===== src/rtl/tsc_pkg.sv =====
package tsc_pkg;

	// request kinds carried on the slave-side tuser
	typedef enum logic [1:0] {
		OP_TICK   = 2'd0,
		OP_REPORT = 2'd1,
		OP_UPDONE = 2'd2,
		OP_NONE   = 2'd3
	} opcode_t;

	// result gesture codes
	typedef enum logic [2:0] {
		GEST_NONE     = 3'd0,
		GEST_TAP      = 3'd1,
		GEST_COOLDOWN = 3'd2,
		GEST_RIGHT    = 3'd3,
		GEST_LEFT     = 3'd4,
		GEST_DOWN     = 3'd5,
		GEST_UP       = 3'd6,
		GEST_UNCLASS  = 3'd7
	} gesture_t;

	// mode state, one-hot inside the block
	typedef enum logic [2:0] {
		MODE_IDLE   = 3'b001,
		MODE_REC    = 3'b010,
		MODE_UPLOAD = 3'b100
	} mode_t;

	// mode as reported on the result
	localparam logic [1:0] MODE_CODE_IDLE   = 2'd0;
	localparam logic [1:0] MODE_CODE_REC    = 2'd1;
	localparam logic [1:0] MODE_CODE_UPLOAD = 2'd2;

	// configuration register indexes
	localparam int unsigned CFG_ADDR_BITS = 3;
	localparam int unsigned CFG_DATA_BITS = 16;
	localparam logic [CFG_ADDR_BITS-1:0] REG_MIN_SWIPE  = 3'd0;
	localparam logic [CFG_ADDR_BITS-1:0] REG_TAP_DRIFT  = 3'd1;
	localparam logic [CFG_ADDR_BITS-1:0] REG_TAP_DUR    = 3'd2;
	localparam logic [CFG_ADDR_BITS-1:0] REG_TAP_COOL   = 3'd3;
	localparam logic [CFG_ADDR_BITS-1:0] REG_LIFT_TMO   = 3'd4;

	// register values after reset
	localparam logic [7:0]  RST_MIN_SWIPE = 8'd30;
	localparam logic [7:0]  RST_TAP_DRIFT = 8'd20;
	localparam logic [15:0] RST_TAP_DUR   = 16'd500;
	localparam logic [15:0] RST_TAP_COOL  = 16'd500;
	localparam logic [15:0] RST_LIFT_TMO  = 16'd50;

	function automatic logic [1:0] mode_code(input mode_t m);
		logic [1:0] c;
		c = MODE_CODE_IDLE;
		unique case (m)
			MODE_IDLE:   c = MODE_CODE_IDLE;
			MODE_REC:    c = MODE_CODE_REC;
			MODE_UPLOAD: c = MODE_CODE_UPLOAD;
			default:     c = MODE_CODE_IDLE;
		endcase
		return c;
	endfunction

endpackage


===== src/rtl/touch_tap_swipe_classifier_core.sv =====
// touch tap / swipe classifier
//
// slave side: one request per item; tuser carries the kind (millisecond tick,
// touch report, upload finished), tdata the finger count and the x/y point
// master side: one result per request with gesture, mode after the request
// and the two mode-step pulses
// cfg port: write cfg_wdata to register cfg_addr whenever cfg_wr_en is high,
// only while no request is in flight
//
// path: an accepted request is held in the input register, then is classified
// into the result register, which drives m_tvalid; while that register holds
// a result that is not taken, the request waits in the input register
// throughput: one request per cycle while results are taken; the whole update
// of the contact and mode state is one pass of compares and time subtracts
// between the input register and the result register
// stall: while m_tready is low the result register holds; one more request is
// taken into the input register, then s_tready drops until the result leaves
// reset: clock, contact tracking and mode clear to zero / idle, registers
// return to their defaults, both pipeline registers empty
module touch_tap_swipe_classifier_core
	import tsc_pkg::*;
#(
	parameter int unsigned TIME_BITS  = 32,
	parameter int unsigned COORD_BITS = 8
) (
	input  logic                     clk,
	input  logic                     arst_n,
	// request channel
	input  logic                     s_tvalid,
	output logic                     s_tready,
	input  logic [23:0]              s_tdata,   // finger_count[7:0], pos_x[15:8], pos_y[23:16]
	input  logic [1:0]               s_tuser,   // opcode[1:0]
	// result channel
	output logic                     m_tvalid,
	input  logic                     m_tready,
	output logic [7:0]               m_tdata,   // gesture[2:0], mode[4:3], start_recording[5],
	                                            // start_upload[6], zero[7]
	// configuration writes
	input  logic                     cfg_wr_en,
	input  logic [CFG_ADDR_BITS-1:0] cfg_addr,
	input  logic [CFG_DATA_BITS-1:0] cfg_wdata
);

	// configuration registers
	logic [7:0]  min_swipe_q;
	logic [7:0]  tap_drift_q;
	logic [15:0] tap_dur_q;
	logic [15:0] tap_cool_q;
	logic [15:0] lift_tmo_q;

	always_ff @(posedge clk or negedge arst_n) begin
		if (!arst_n) begin
			min_swipe_q <= RST_MIN_SWIPE;
			tap_drift_q <= RST_TAP_DRIFT;
			tap_dur_q   <= RST_TAP_DUR;
			tap_cool_q  <= RST_TAP_COOL;
			lift_tmo_q  <= RST_LIFT_TMO;
		end else if (cfg_wr_en) begin
			unique case (cfg_addr)
				REG_MIN_SWIPE: min_swipe_q <= cfg_wdata[7:0];
				REG_TAP_DRIFT: tap_drift_q <= cfg_wdata[7:0];
				REG_TAP_DUR:   tap_dur_q   <= cfg_wdata;
				REG_TAP_COOL:  tap_cool_q  <= cfg_wdata;
				REG_LIFT_TMO:  lift_tmo_q  <= cfg_wdata;
				default:       ; // writes past the register list are dropped
			endcase
		end
	end

	// input register
	logic      valid_s1;
	opcode_t   op_s1;
	logic      count_nz_s1;
	logic [7:0] px_s1;
	logic [7:0] py_s1;

	logic in_take;
	logic advance;

	assign advance  = valid_s1 && (!m_tvalid || m_tready);
	assign s_tready = !valid_s1 || advance;
	assign in_take  = s_tvalid && s_tready;

	always_ff @(posedge clk or negedge arst_n) begin
		if (!arst_n) begin
			valid_s1 <= 1'b0;
		end else if (in_take) begin
			valid_s1 <= 1'b1;
		end else if (advance) begin
			valid_s1 <= 1'b0;
		end
	end

	always_ff @(posedge clk) begin
		if (in_take) begin
			op_s1       <= opcode_t'(s_tuser);
			count_nz_s1 <= |s_tdata[7:0];
			px_s1       <= s_tdata[15:8];
			py_s1       <= s_tdata[23:16];
		end
	end

	// contact and mode state
	logic [TIME_BITS-1:0]  now_q;
	logic [TIME_BITS-1:0]  start_ms_q;
	logic [TIME_BITS-1:0]  report_ms_q;
	logic [TIME_BITS-1:0]  tap_ms_q;
	logic                  touching_q;
	logic [COORD_BITS-1:0] first_x_q;
	logic [COORD_BITS-1:0] first_y_q;
	logic [COORD_BITS-1:0] last_x_q;
	logic [COORD_BITS-1:0] last_y_q;
	mode_t                 mode_q;

	// next-state logic
	logic [TIME_BITS-1:0]  now_n;
	logic                  is_report;
	logic                  touch_start;
	logic                  lift_report;
	logic [TIME_BITS-1:0]  since_report;
	logic [TIME_BITS-1:0]  since_start;
	logic [TIME_BITS-1:0]  since_tap;
	logic                  timed_out;
	logic                  ended;
	logic [COORD_BITS-1:0] ax;
	logic [COORD_BITS-1:0] ay;
	logic                  is_tap;
	logic                  tap_ok;
	logic                  is_swipe;
	gesture_t              gest_n;
	mode_t                 mode_n;
	logic                  rec_pulse;
	logic                  up_pulse;

	always_comb begin
		now_n     = (op_s1 == OP_TICK) ? now_q + 1'b1 : now_q;
		is_report = (op_s1 == OP_REPORT) && count_nz_s1;
		touch_start = is_report && !touching_q;
		lift_report = (op_s1 == OP_REPORT) && !count_nz_s1 && touching_q;

		// a fresh report pins the report time to now, so it never times out
		since_report = now_n - report_ms_q;
		timed_out    = touching_q && !is_report && (since_report > TIME_BITS'(lift_tmo_q));
		ended        = lift_report || timed_out;

		// an ending contact never saw a report in this request, so the
		// stored points and start time are the ones to judge
		ax = (last_x_q >= first_x_q) ? last_x_q - first_x_q : first_x_q - last_x_q;
		ay = (last_y_q >= first_y_q) ? last_y_q - first_y_q : first_y_q - last_y_q;
		since_start = now_n - start_ms_q;
		since_tap   = now_n - tap_ms_q;

		is_tap   = (ax <= COORD_BITS'(tap_drift_q)) && (ay <= COORD_BITS'(tap_drift_q))
		           && (since_start < TIME_BITS'(tap_dur_q));
		tap_ok   = since_tap > TIME_BITS'(tap_cool_q);
		is_swipe = (ax > COORD_BITS'(min_swipe_q)) || (ay > COORD_BITS'(min_swipe_q));

		// upload finished only matters while uploading
		mode_n = mode_q;
		if (op_s1 == OP_UPDONE && mode_q == MODE_UPLOAD) begin
			mode_n = MODE_IDLE;
		end

		gest_n    = GEST_NONE;
		rec_pulse = 1'b0;
		up_pulse  = 1'b0;
		if (ended) begin
			if (is_tap) begin
				if (tap_ok) begin
					gest_n = GEST_TAP;
					unique case (mode_n)
						MODE_IDLE: begin
							mode_n    = MODE_REC;
							rec_pulse = 1'b1;
						end
						MODE_REC: begin
							mode_n   = MODE_UPLOAD;
							up_pulse = 1'b1;
						end
						MODE_UPLOAD: mode_n = MODE_UPLOAD; // tap only restarts cooldown
						default:     mode_n = MODE_IDLE;
					endcase
				end else begin
					gest_n = GEST_COOLDOWN;
				end
			end else if (is_swipe) begin
				// larger axis wins, ties go vertical
				if (ax > ay) begin
					gest_n = (last_x_q > first_x_q) ? GEST_RIGHT : GEST_LEFT;
				end else begin
					gest_n = (last_y_q > first_y_q) ? GEST_DOWN : GEST_UP;
				end
			end else begin
				gest_n = GEST_UNCLASS;
			end
		end
	end

	always_ff @(posedge clk or negedge arst_n) begin
		if (!arst_n) begin
			now_q       <= '0;
			start_ms_q  <= '0;
			report_ms_q <= '0;
			tap_ms_q    <= '0;
			touching_q  <= 1'b0;
			first_x_q   <= '0;
			first_y_q   <= '0;
			last_x_q    <= '0;
			last_y_q    <= '0;
			mode_q      <= MODE_IDLE;
		end else if (advance) begin
			now_q  <= now_n;
			mode_q <= mode_n;
			if (touch_start) begin
				first_x_q  <= COORD_BITS'(px_s1);
				first_y_q  <= COORD_BITS'(py_s1);
				start_ms_q <= now_n;
			end
			if (is_report) begin
				last_x_q    <= COORD_BITS'(px_s1);
				last_y_q    <= COORD_BITS'(py_s1);
				report_ms_q <= now_n;
			end
			if (ended && is_tap && tap_ok) begin
				tap_ms_q <= now_n;
			end
			if (ended) begin
				touching_q <= 1'b0;
			end else if (is_report) begin
				touching_q <= 1'b1;
			end
		end
	end

	// result register
	logic       m_tvalid_q;
	logic [7:0] m_tdata_q;

	always_ff @(posedge clk or negedge arst_n) begin
		if (!arst_n) begin
			m_tvalid_q <= 1'b0;
		end else if (advance) begin
			m_tvalid_q <= 1'b1;
		end else if (m_tready) begin
			m_tvalid_q <= 1'b0;
		end
	end

	always_ff @(posedge clk) begin
		if (advance) begin
			m_tdata_q <= {1'b0, up_pulse, rec_pulse, mode_code(mode_n), gest_n};
		end
	end

	assign m_tvalid = m_tvalid_q;
	assign m_tdata  = m_tdata_q;

endmodule

===== config.mk =====
export PLATFORM = sky130hd
export DESIGN_NAME = touch_tap_swipe_classifier_core
export DESIGN_NICKNAME = d
export VERILOG_FILES = /design/src/rtl/tsc_pkg.sv /design/src/rtl/touch_tap_swipe_classifier_core.sv
export SDC_FILE = /design/constraint.sdc
export NUM_CORES = 1
export LEC_CHECK = 0
export BUFFER_PORTS_ARGS = -buffer_cell sky130_fd_sc_hd__buf_2
export CAP_MARGIN = 40
export CELL_PAD_IN_SITES_DETAIL_PLACEMENT = 1
export CELL_PAD_IN_SITES_GLOBAL_PLACEMENT = 1
export CORE_MARGIN = 1.5
export CORE_UTILIZATION = 30
export CTS_BUF_LIST = sky130_fd_sc_hd__clkbuf_2 sky130_fd_sc_hd__clkbuf_4 sky130_fd_sc_hd__clkbuf_8
export CTS_CLUSTER_SIZE = 16
export DETAILED_ROUTE_END_ITERATION = 6
export PLACE_DENSITY_LB_ADDON = 0.05
export SYNTH_ARGS = -nofsm -noshare
export SYNTH_HDL_FRONTEND = slang
export SYNTH_SLANG_ARGS = --single-unit

===== constraint.sdc =====
create_clock -name clk -period 8.5 [get_ports clk]
set_input_delay 1.7 -clock clk [delete_from_list [all_inputs] [get_ports clk]]
set_output_delay 1.7 -clock clk [all_outputs]
set_load 0.01 [all_outputs]

# After elaboration in Yosys (flattened, before gate mapping)
# Index checks and enable logic that the tools add are counted.
[totals]
regBits = 256
in_bits = 50
output_inout_bits = 10
word_cells = 118
[op_classes]
addsub = 8
order_cmp = 12
eq_ne = 12
n_mux = 23
reduce_logical = 39
[op_table]
columns = ["op", "n"]
rows = [
  ["subtractor 32 bit", 3],
  ["greater-than comparator 32 x 16 -> 1 bit", 2],
  ["greater-than comparator 8 bit", 5],
  ["adder 32 x 1 -> 32 bit, second input constant", 1],
  ["less-than comparator 32 x 16 -> 1 bit", 1],
  ["2-to-1 mux 32 bit", 1],
  ["subtractor 8 bit", 4],
  ["2-to-1 mux 3 bit", 8],
  ["AND reduction 2 bit", 9],
  [">= comparator 8 bit", 2],
  ["<= comparator 8 bit", 2],
  ["2-to-1 mux 8 bit", 2],
  ["logical AND 1 bit", 13],
  ["== test 3 x 2 -> 1 bit, second input constant", 4],
  ["== test 3 bit, second input constant", 4],
  ["2-to-1 mux 1 bit", 8],
  ["OR reduction 8 bit", 1],
  ["== test 3 x 1 -> 1 bit, second input constant", 2],
  ["one-hot mux 3 bit (2 select lines)", 1],
  ["nonzero test 2 bit", 3],
  ["logical NOT 1 bit", 5],
  ["logical OR 1 bit", 4],
  ["2-to-1 mux 2 bit", 2],
  ["one-hot mux 2 bit (2 select lines)", 1],
  ["6 further kinds", 6],
]

# Depth between registers and ports, before layout
# Gate-level depths: netlist of run 1.
[logic_depth]
word_depth = 11
mapped_depth = 29
ltp_nobuf = 27

# Worst setup path after synthesis of run 1
# OpenSTA, ideal clock, no wires.
[synth_timing]
path_type = "register to register"
from = "register last_x_q[0]"
to = "register tap_ms_q[12]"
setup_ns = 0.128
arrival_ns = 6.124
t_required_ns = 8.372
setup_slack_ns = 2.248
stages_incl_launch_ff = 30
n_path_buf = 2
synth_period_minus_slack_ns = 6.252
path_cell_list = "dfrtp_1 inv_1 ha_1 inv_1 fa_1 a21o_1 a21oi_1 o221ai_1 nor2_1 mux2i_1 o21ai_0 a31oi_1 a21boi_0 o21ai_0 nand3_1 xnor2_1 ha_1 nand2_1 or3b_1 a221oi_1 o2111ai_1 nor4_2 o2111ai_1 a2111oi_0 nand4_1 or4_4 buf_6 buf_6 nand2_2 o21ai_2"
[synth_between]
elab_chain_cells = 8
word_cells_on_any_way = 10
classes_between = "add/sub: 2; order compare: 2; mux: 1; reduce/logical: 5"
[synth_lines]
columns = ["item", "line_no", "source"]
rows = [
  ["start: declaration", "touch_tap_swipe_classifier_core.sv:111", "logic [COORD_BITS-1:0] last_x_q;"],
  ["start signal: assignment", "touch_tap_swipe_classifier_core.sv:220", "last_x_q <= COORD_BITS'(px_s1);"],
  ["subtractor 8 bit or >= comparator 8 bit (tied branches)", "touch_tap_swipe_classifier_core.sv:148", "ax = (last_x_q >= first_x_q) ? last_x_q - first_x_q : first_x_q - last_x_q;"],
  ["2-to-1 mux 8 bit *", "touch_tap_swipe_classifier_core.sv:148", ""],
  ["<= comparator 8 bit *", "touch_tap_swipe_classifier_core.sv:153", "is_tap = (ax <= COORD_BITS'(tap_drift_q)) && (ay <= COORD_BITS'(tap_drift_q))"],
  ["logical AND 1 bit *", "touch_tap_swipe_classifier_core.sv:153", ""],
  ["logical AND 1 bit *", "touch_tap_swipe_classifier_core.sv:154", "&& (since_start < TIME_BITS'(tap_dur_q));"],
  ["logical AND 1 bit * (2 in a row)", "touch_tap_swipe_classifier_core.sv:224", "if (ended && is_tap && tap_ok) begin"],
  ["AND reduction 2 bit (no source line) *", "--", ""],
  ["end signal: assignment", "touch_tap_swipe_classifier_core.sv:225", "tap_ms_q <= now_n;"],
  ["end: declaration", "touch_tap_swipe_classifier_core.sv:107", "logic [TIME_BITS-1:0] tap_ms_q;"],
]
# Mark *: on every way between the ends. The rest lies on a longest branch, timed or not.
# A chain may end at the register's enable or synchronous reset.

# Final worst setup path of run 1
[layout_timing]
from = "register op_s1[1]"
to = "register tap_ms_q[23]"
[layout_between]
elab_chain_cells = 9
word_cells_on_any_way = 20
classes_between = "add/sub: 3; order compare: 3; eq/ne: 1; mux: 1; reduce/logical: 12"
[layout_lines]
columns = ["item", "line_no", "source"]
rows = [
  ["start: declaration", "touch_tap_swipe_classifier_core.sv:72", "opcode_t op_s1;"],
  ["start signal: assignment", "touch_tap_swipe_classifier_core.sv:96", "op_s1 <= opcode_t'(s_tuser);"],
  ["logical NOT 2 bit *", "touch_tap_swipe_classifier_core.sv:136", "now_n = (op_s1 == OP_TICK) ? now_q + 1'b1 : now_q;"],
  ["2-to-1 mux 32 bit *", "touch_tap_swipe_classifier_core.sv:136", ""],
  ["net now_n[12]", "touch_tap_swipe_classifier_core.sv:116", "logic [TIME_BITS-1:0] now_n;"],
  ["subtractor 32 bit", "touch_tap_swipe_classifier_core.sv:142", "since_report = now_n - report_ms_q;"],
  ["greater-than comparator 32 x 16 -> 1 bit", "touch_tap_swipe_classifier_core.sv:143", "timed_out = touching_q && !is_report && (since_report > TIME_BITS'(lift_tmo_q));"],
  ["logical AND 1 bit", "touch_tap_swipe_classifier_core.sv:143", ""],
  ["logical OR 1 bit", "touch_tap_swipe_classifier_core.sv:144", "ended = lift_report || timed_out;"],
  ["logical AND 1 bit", "touch_tap_swipe_classifier_core.sv:224", ""],
  ["logical AND 1 bit *", "touch_tap_swipe_classifier_core.sv:224", ""],
  ["AND reduction 2 bit (no source line) *", "--", ""],
]
# The timed path passes the listed nets; every way through them passes the cells marked *.

==> results of run 1 <==
## critical path: cells and delay by family (launching register included)
family	cells	cell delay, ps
and+or+nand+nor	14	4270
DFF	1	420
adders and majority gates	2	690
xor gates and xnor gates	2	300
buffers and inverters	2	390
AOI/OAI and AO/OA	7	1570
## layout make-up
cell class                      instances  area [µm²]
Antenna cell                            1        2.50
Clock buffer                           90        1090
Clock inverter                          3        42.5
Fill cell                            7825       43400
Inverter                              254         953
Multi-Input combinational cell       1753       12100
Sequential cell                       256        6560
Tap cell                              864        1080
Timing Repair Buffer                   85         567
## layer usage
metal  vias up  GRT usage, %
met5         -             0
met3       100          2.53
met2       228          34.1
li1       8373             -
met1      8456          27.9
met4         0          6.82
## cells in the final DEF, fill, tap and decap left out, drive strengths merged, types with 15 or more instances in the layout
master,instances
mux2,45
xnor2,85
nand2b,19
nor3,29
nand4,53
o211ai,25
nor2b,23
nand3,44
and3,30
ha,211
dfrtp,208
xor2,48
a21o,43
clkbuf,90
buf,85
nand2,272
nor4,15
edfxtp,26
o21a,22
dfstp,22
o21ai,219
mux2i,18
inv,254
a211oi,15
a21oi,178
nor2,147
## power breakdown
group | switching, mW | leakage [nW] | total [mW] | internal, mW
Clock | 0.574 | 0.606 | 1.40 | 0.829
Sequential | 0.113 | 3.16 | 1.56 | 1.44
Combinational | 1.94 | 6.76 | 3.25 | 1.31
Total | 2.63 | 10.5 | 6.21 | 3.58
## how the worst max path moves through the flow
stage / endpoint
after floorplan: tap_ms_q[12]
after global placement: mode_q[0]
after detailed placement: tap_ms_q[8]
after CTS: tap_ms_q[14]
after global routing: mode_q[0]
final: tap_ms_q[23]
## cells by family after synthesis
group / synth area share [%]
AOI/OAI and AO/OA: 20.1
other: 0.0188
muxes: 3.44
xor gates and xnor gates: 5.83
adders and majority gates: 14.0
buffers and inverters: 6.71
and+or+nand+nor: 17.1
DFF: 32.9
## state kept, by name, indices dropped and copies added (netlist names), 16 cells and up
register	count
now_q	32
lift_tmo_q	16
tap_ms_q	32
tap_cool_q	16
start_ms_q	32
tap_dur_q	16
report_ms_q	32
## timing repair
item | in CTS | in global routing
resized for setup | 0 | 1
hold buffers | 0 | 0
setup buffers | 0 | 2
setup endpoints to repair | 0 | 23
## through the flow
stage	util, %	hold WS, ps
global placement	32.1	456
finish	34.1	477
CTS	34.0	485
floorplan	-	447
detailed placement	32.3	473
global route	34.1	511
==> results, run 1 <==
- No sink is reached through more buffers than the 3 on the longest clock path.
- After floorplanning, the core was divided into 94 placement rows.
- After synthesis, the netlist uses 96 different library cells.
- Setup violations remaining at the end of the flow were counted as 0.
- The source of the worst hold timing path is report_ms_q[9].
- The number of buffers created by CTS is 51.
- The power consumption is 6.21 mW.
- The design area is 22400 µm².
- The first detailed-routing pass took 5 iterations.
- The nature of the critical path endpoint is a register.
- For hold timing, the worst endpoint is report_ms_q[9].
- Routability-driven placement finished with a final weighted congestion of 0.917.
- The path class of the tightest hold or removal check is reg2reg.
- The amount of wire on met2 after detailed routing is 32400 µm.
- The area of the core region is 65900 µm².
- The remaining routing DRC violations is 0.
- The clock drives 256 sinks.
- In this run the vertical extent of the chip is 261 µm.
- The run finished with clean final reports.
- Ranked by instance count, the synthesized netlist is headed by sky130_fd_sc_hd__inv_1, sky130_fd_sc_hd__nand2_1, sky130_fd_sc_hd__ha_1.
- Counting every instance in the synthesized netlist gives 2350.
- The area growth from synthesis to layout is 12.3%.
- During synthesis, Yosys emitted a total of 0 warnings.
- By area the synthesized netlist is led by sky130_fd_sc_hd__dfrtp_1, sky130_fd_sc_hd__ha_1, sky130_fd_sc_hd__inv_1, sky130_fd_sc_hd__nand2_1, sky130_fd_sc_hd__o21ai_0.
- The maximum vdd ir drop is 0.000136 V.
- The setup path with the least slack is of type reg2reg.
- The cell area reported after detailed placement is 21300 µm².
- The max-slew violation count is 0.
- In this run the power density over the cells is 277 nW/µm².
- Derived from the worst setup path, the maximum achievable clock frequency is 128 MHz.
- The dominant register cell in the synthesized netlist is sky130_fd_sc_hd__dfrtp_1.
- The routed design uses 1890 µm of met3 wire.
- Using the TritonRoute via totals, the vias-per-cell ratio works out to 5.19.
- The I/O pin count is 60.
- The overflow left after global routing is 0.
- The worst-case clock skew is 42.7 ps.
- Of all cell types, the one taking the most synthesized area is sky130_fd_sc_hd__dfrtp_1.
- Entering global routing, the biggest net connects 106 pins.
- The final HPWL from detailed placement is 56600 µm.
- The final critical path takes up 92.0% of the cycle.
- Across the run, the number of max-cap violations was 0.
- The analysis attributes to cell leakage a power of 10.5 nW.
- The routed length per placed instance is 21.2 µm.
- The non-filler instance count after layout is 3306.
- The slew at the pin closest to its max-slew limit is 903 ps.
- The met1 wire length is 33600 µm.
- After the first detailed-routing iteration, the DRC count stood at 931.
- Wires add up to 70100 µm.
- The die covers 68100 µm².
- The cell depth of the worst hold path is 2.
- The critical path data required time is 8960 ps.
- CTS built an H-tree with a depth of 2.
- The final-stage net count is 2669.
- In this run the tightest slew margin relative to its limit is 39.1%.
- Setup repair after global routing left no endpoint under its margin.
- The cell sitting at the root of the clock tree is a sky130_fd_sc_hd__clkbuf_8.
- The number of nets still failing antenna checks after routing is 0.
- In this run the worst path has a maximum fanout of 12.
- The overall via count from detail_route is 17200.
- The register-to-register setup slack is 680 ps.
- The initial cell density of the core is 30.3%.
- Summing the sequential cell areas from Yosys gives 32.9% of the chip area.
- The fraction of synthesized cell area taken by the top area cell type is 26.1%.
- The final count of hold timing violations is 0.
- For the worst flop-to-flop path, the logic depth is 27.
- The post-place setup slack is 324 ps.
- Across every metal layer, demand over resource in global routing totals 20.6%.
- The clock latency of the later-clocked register in the worst-skew pair is 630 ps.
- The number of synthesized flops with an enable pin is 26.
- The worst path setup slack after routing is 678 ps.
- The total negative setup slack is 0 ps.
- Including well taps, the total number of placed cells is 3209.
- The count of port buffers added during placement is 58.
- The data arrival time of the worst path is 8290 ps.
- The number of antenna violations at the first check in global routing was 2.
- Routed signal wires occupy layers up through met4.
- The die boundary width is 261 µm.
- The slowest stage of the critical path belongs to the cell sky130_fd_sc_hd__or4_2.
- The critical register-to-register path endpoint is tap_ms_q[23].
- The via count of the first global-routing pass is 17900.
- Dividing the synthesized area by the synthesized cell count gives 8.50 µm².
- The largest single stage delay on the critical path is 830 ps.
- The post-route minimum period is 7820 ps.
- The first global-routing pass estimated 108000 µm of wire.
- The worst setup path is launched from a register.
- Synthesis produced a netlist with a net count of 2618.
- The critical path launch point is op_s1[1].
- For this run, asynchronously set or reset flops after synthesis account for 89.8%.
- The combined area of all synthesized cells is 20000 µm².
- The worst register-to-register path begins at op_s1[1].
- The ratio of cells with drive above 1 in the final layout is 13.4%.
- The post-synthesis sequential element count is 256.
- The TritonCTS clock tree is done.
- After clock tree synthesis, the clock-pin slew on the worst setup and hold paths is 60 ps.
Power figures use the tool's default switching activity.
==> run 2, diff against run 1 <==
--- a/config.mk
+++ b/config.mk
@@ -17,2 +17,3 @@
 export PLACE_DENSITY_LB_ADDON = 0.05
+export SLEW_MARGIN = 20
 export SYNTH_ARGS = -nofsm -noshare
==> constraint.sdc (replaced) <==
create_clock -name clk -period 8.5 [get_ports clk]
set_input_delay 0 -clock clk [delete_from_list [all_inputs] [get_ports clk]]
set_output_delay 0 -clock clk [all_outputs]
set_load 0.01 [all_outputs]
==> run 2 against run 1 <==
Final cell count grew 1.9%. Sequential power hardly changed. Register-to-register slack improved by 30 ps. Wire length shrank 0.47%. Clock skew rose by 11 ps. Global-route usage is essentially flat. Core utilization increased by 0.89 points. Combinational power about the same. Setup slack gained 25 ps. Critical path type unchanged.
==> results, run 2 (synthesis gave the netlist of run 1 again) <==
- The flow ran to the end, and the final reports show no timing, DRC or antenna violations.
- STA classifies the critical path endpoint as a register.
- The largest individual stage delay along the critical path comes from the cell sky130_fd_sc_hd__or4_2.
- After global routing the overflow that remains totals 0.
- On the worst path, the slowest cell contributes a delay of 840 ps.
- Setup violations remaining at the end of the flow were counted as 0.
- Dividing the detail-routed wire length by the instance count gives 20.7 µm.
- In the finished design, the share of the clock period the worst path needs comes to 91.7%.
- The detailed router's first-iteration violation count is 861.
- The routed design could run at a clock period as short as 7800 ps.
- The overall via count from detail_route is 17400.
- Before antenna repair, the detailed router went through 4 iterations.
- Measured on the finished design, the core utilization comes to 35.0%.
- Setup repair after global routing left no endpoint under its margin.
- For the pin with the worst max-slew slack, the measured transition is 864 ps.
- Compared with the post-synthesis result, the final layout area differs by 15.2%.
- The I/O pin count is 60.
- The maximum level of the CTS H-tree is 2.
- The remaining routing DRC violations is 0.
- CTS saw 256 sinks.
- The max-slew violation count is 0.
- The worst setup path is launched from a register.
- The full die area is 68100 µm².
- The number of buffers created by CTS is 49.
- The initial cell density of the core is 30.3%.
- The critical path data required time is 8970 ps.
- At the placement stage, the worst setup path has a slack of 377 ps.
- The worst path setup slack after routing is 704 ps.
- The first global-routing pass estimated 108000 µm of wire.
- The total of cells resized after clock tree synthesis is 0.
- The largest net degree at the start of global routing is 106.
- After clock tree synthesis, the clock-pin slew on the worst setup and hold paths is 60 ps.
- Leaving out fill and tap cells, the most frequent cells in the layout are sky130_fd_sc_hd__inv_1, sky130_fd_sc_hd__nand2_1, sky130_fd_sc_hd__ha_1.
- The number of antenna violations at the first check in global routing is 1.
- Measured along the x axis, the die boundary spans 261 µm.
- The number of placed instances, taps included, is 3210.
- The count of maximum capacitance violations is 0.
- The ratio of total power to cell area is 269 nW/µm².
- Total power for the finished layout comes to 6.19 mW.
- The weighted congestion reported at the end of routability-driven placement is 0.917.
- The post-route netlist has 13.0% of its cells at a drive strength greater than 1.
- The worst-case clock skew is 53.3 ps.
- The worst hold-check path type is in2async.
- Static timing analysis puts the maximum clock frequency at 128 MHz.
- The total negative setup slack is 0 ps.
- The TritonCTS clock tree is done.
- Measured against its own limit, the worst slew margin works out to 41.8%.
- The tree is rooted in a sky130_fd_sc_hd__clkbuf_8.
- The data arrival time of the worst path is 8270 ps.
- The total length of routed wires is 69800 µm.
- The clock latency of the later-clocked register in the worst-skew pair is 640 ps.
- The number of nets still failing antenna checks after routing is 0.
- The worst setup path is of the reg2reg kind.
- The final-stage net count is 2728.
- For this run, the total global-route usage over all layers was measured as 20.7%.
- The final count of hold timing violations came to 0.
- The post-detailed-route via-to-cell ratio is 5.16.
- The non-filler instance count after layout is 3368.
- The leakage power total is 10.8 nW.
- The via count of the first global-routing pass is 18200.
- The number of placement rows is 94.
- The count of port buffers added during placement is 58.
- The die is 261 µm tall.
- The largest fanout of any net on the critical path is 12.
- The buffer depth of the longest clock path is 3.
- The area of the core region is 65900 µm².
- The final HPWL from detailed placement is 56300 µm.
- The worst-case IR drop observed on VDD is 0.000146 V.
run 2: changes by cell type in the layout (fill, tap and decap cells not counted), sizes merged, moves of 2 or more:
cell	before	now
diode	1	3
clkbuf	90	85
inv	254	256
buf	85	87
clkinv	1	3
dlygate4sd3	0	59
run 2: worst max-delay path: cells and delay by family, from the launching register on:
family,cells,cell delay [ps]
xor+xnor,2,290
fa+ha+maj,2,700
simple gates,14,4230
buf+inv,2,410
compound gates,7,1590
flops,1,420
run 2: final cells by class:
cell class                 count  area [µm²]
inverter                     254         953
antenna                        3        7.51
sequential                   256        6560
clock inverter                 7        45.0
multi-input combinational   1753       12100
timing repair buffer         146        1190
fill                        7757       42800
clock buffer                  85        1060
tap                          864        1080
run 2: timing repair:
action | 4_1_cts | 5_1_grt
endpoints found under the hold margin | 193 | 0
endpoints found under the setup margin | 0 | 22
buffers inserted | 0 | 1
hold buffers | 59 | 0
run 2: stage by stage:
| stage | hold slack, ps | area (µm²) |
|---|---|---|
| global placement | 111 | 21100 |
| detailed placement | 123 | 21300 |
| global route | 15.1 | 23000 |
| floorplan | -296 | 20000 |
| finish | 18.4 | 23000 |
| CTS | 4.87 | 23000 |
run 2: final timing paths:
check | start | endpoint | slack [ps] | depth (start not counted)
worst max-delay path | op_s1[1] | tap_ms_q[24] | 700 | 27
worst min register to register | tap_ms_q[19] | tap_ms_q[19] | 480 | 2
min in group clk | s_tdata[14] | px_s1[6] | 70 | 2
worst max register to register | op_s1[1] | tap_ms_q[24] | 700 | 27
max in group asynchronous | arst_n | start_ms_q[23] | 7220 | 4
worst min-delay path | arst_n | tap_cool_q[10] | 20 | 2
run 2: metal layers:
layer  global-route usage, %  vias to the layer above  wire length [µm]
met5                       0                        -                 0
met4                    6.83                        0              2140
met3                    2.37                       98              1540
met2                    34.2                      227             32200
met1                    28.0                     8531             33900
li1                        -                     8508                 -
run 2: report_power, final:
part / internal (mW) / leakage [nW] / switching, mW / total, mW
logic: 1.33 / 7.01 / 1.95 / 3.28
registers: 1.44 / 3.16 / 0.113 / 1.56
clock network: 0.780 / 0.581 / 0.568 / 1.35
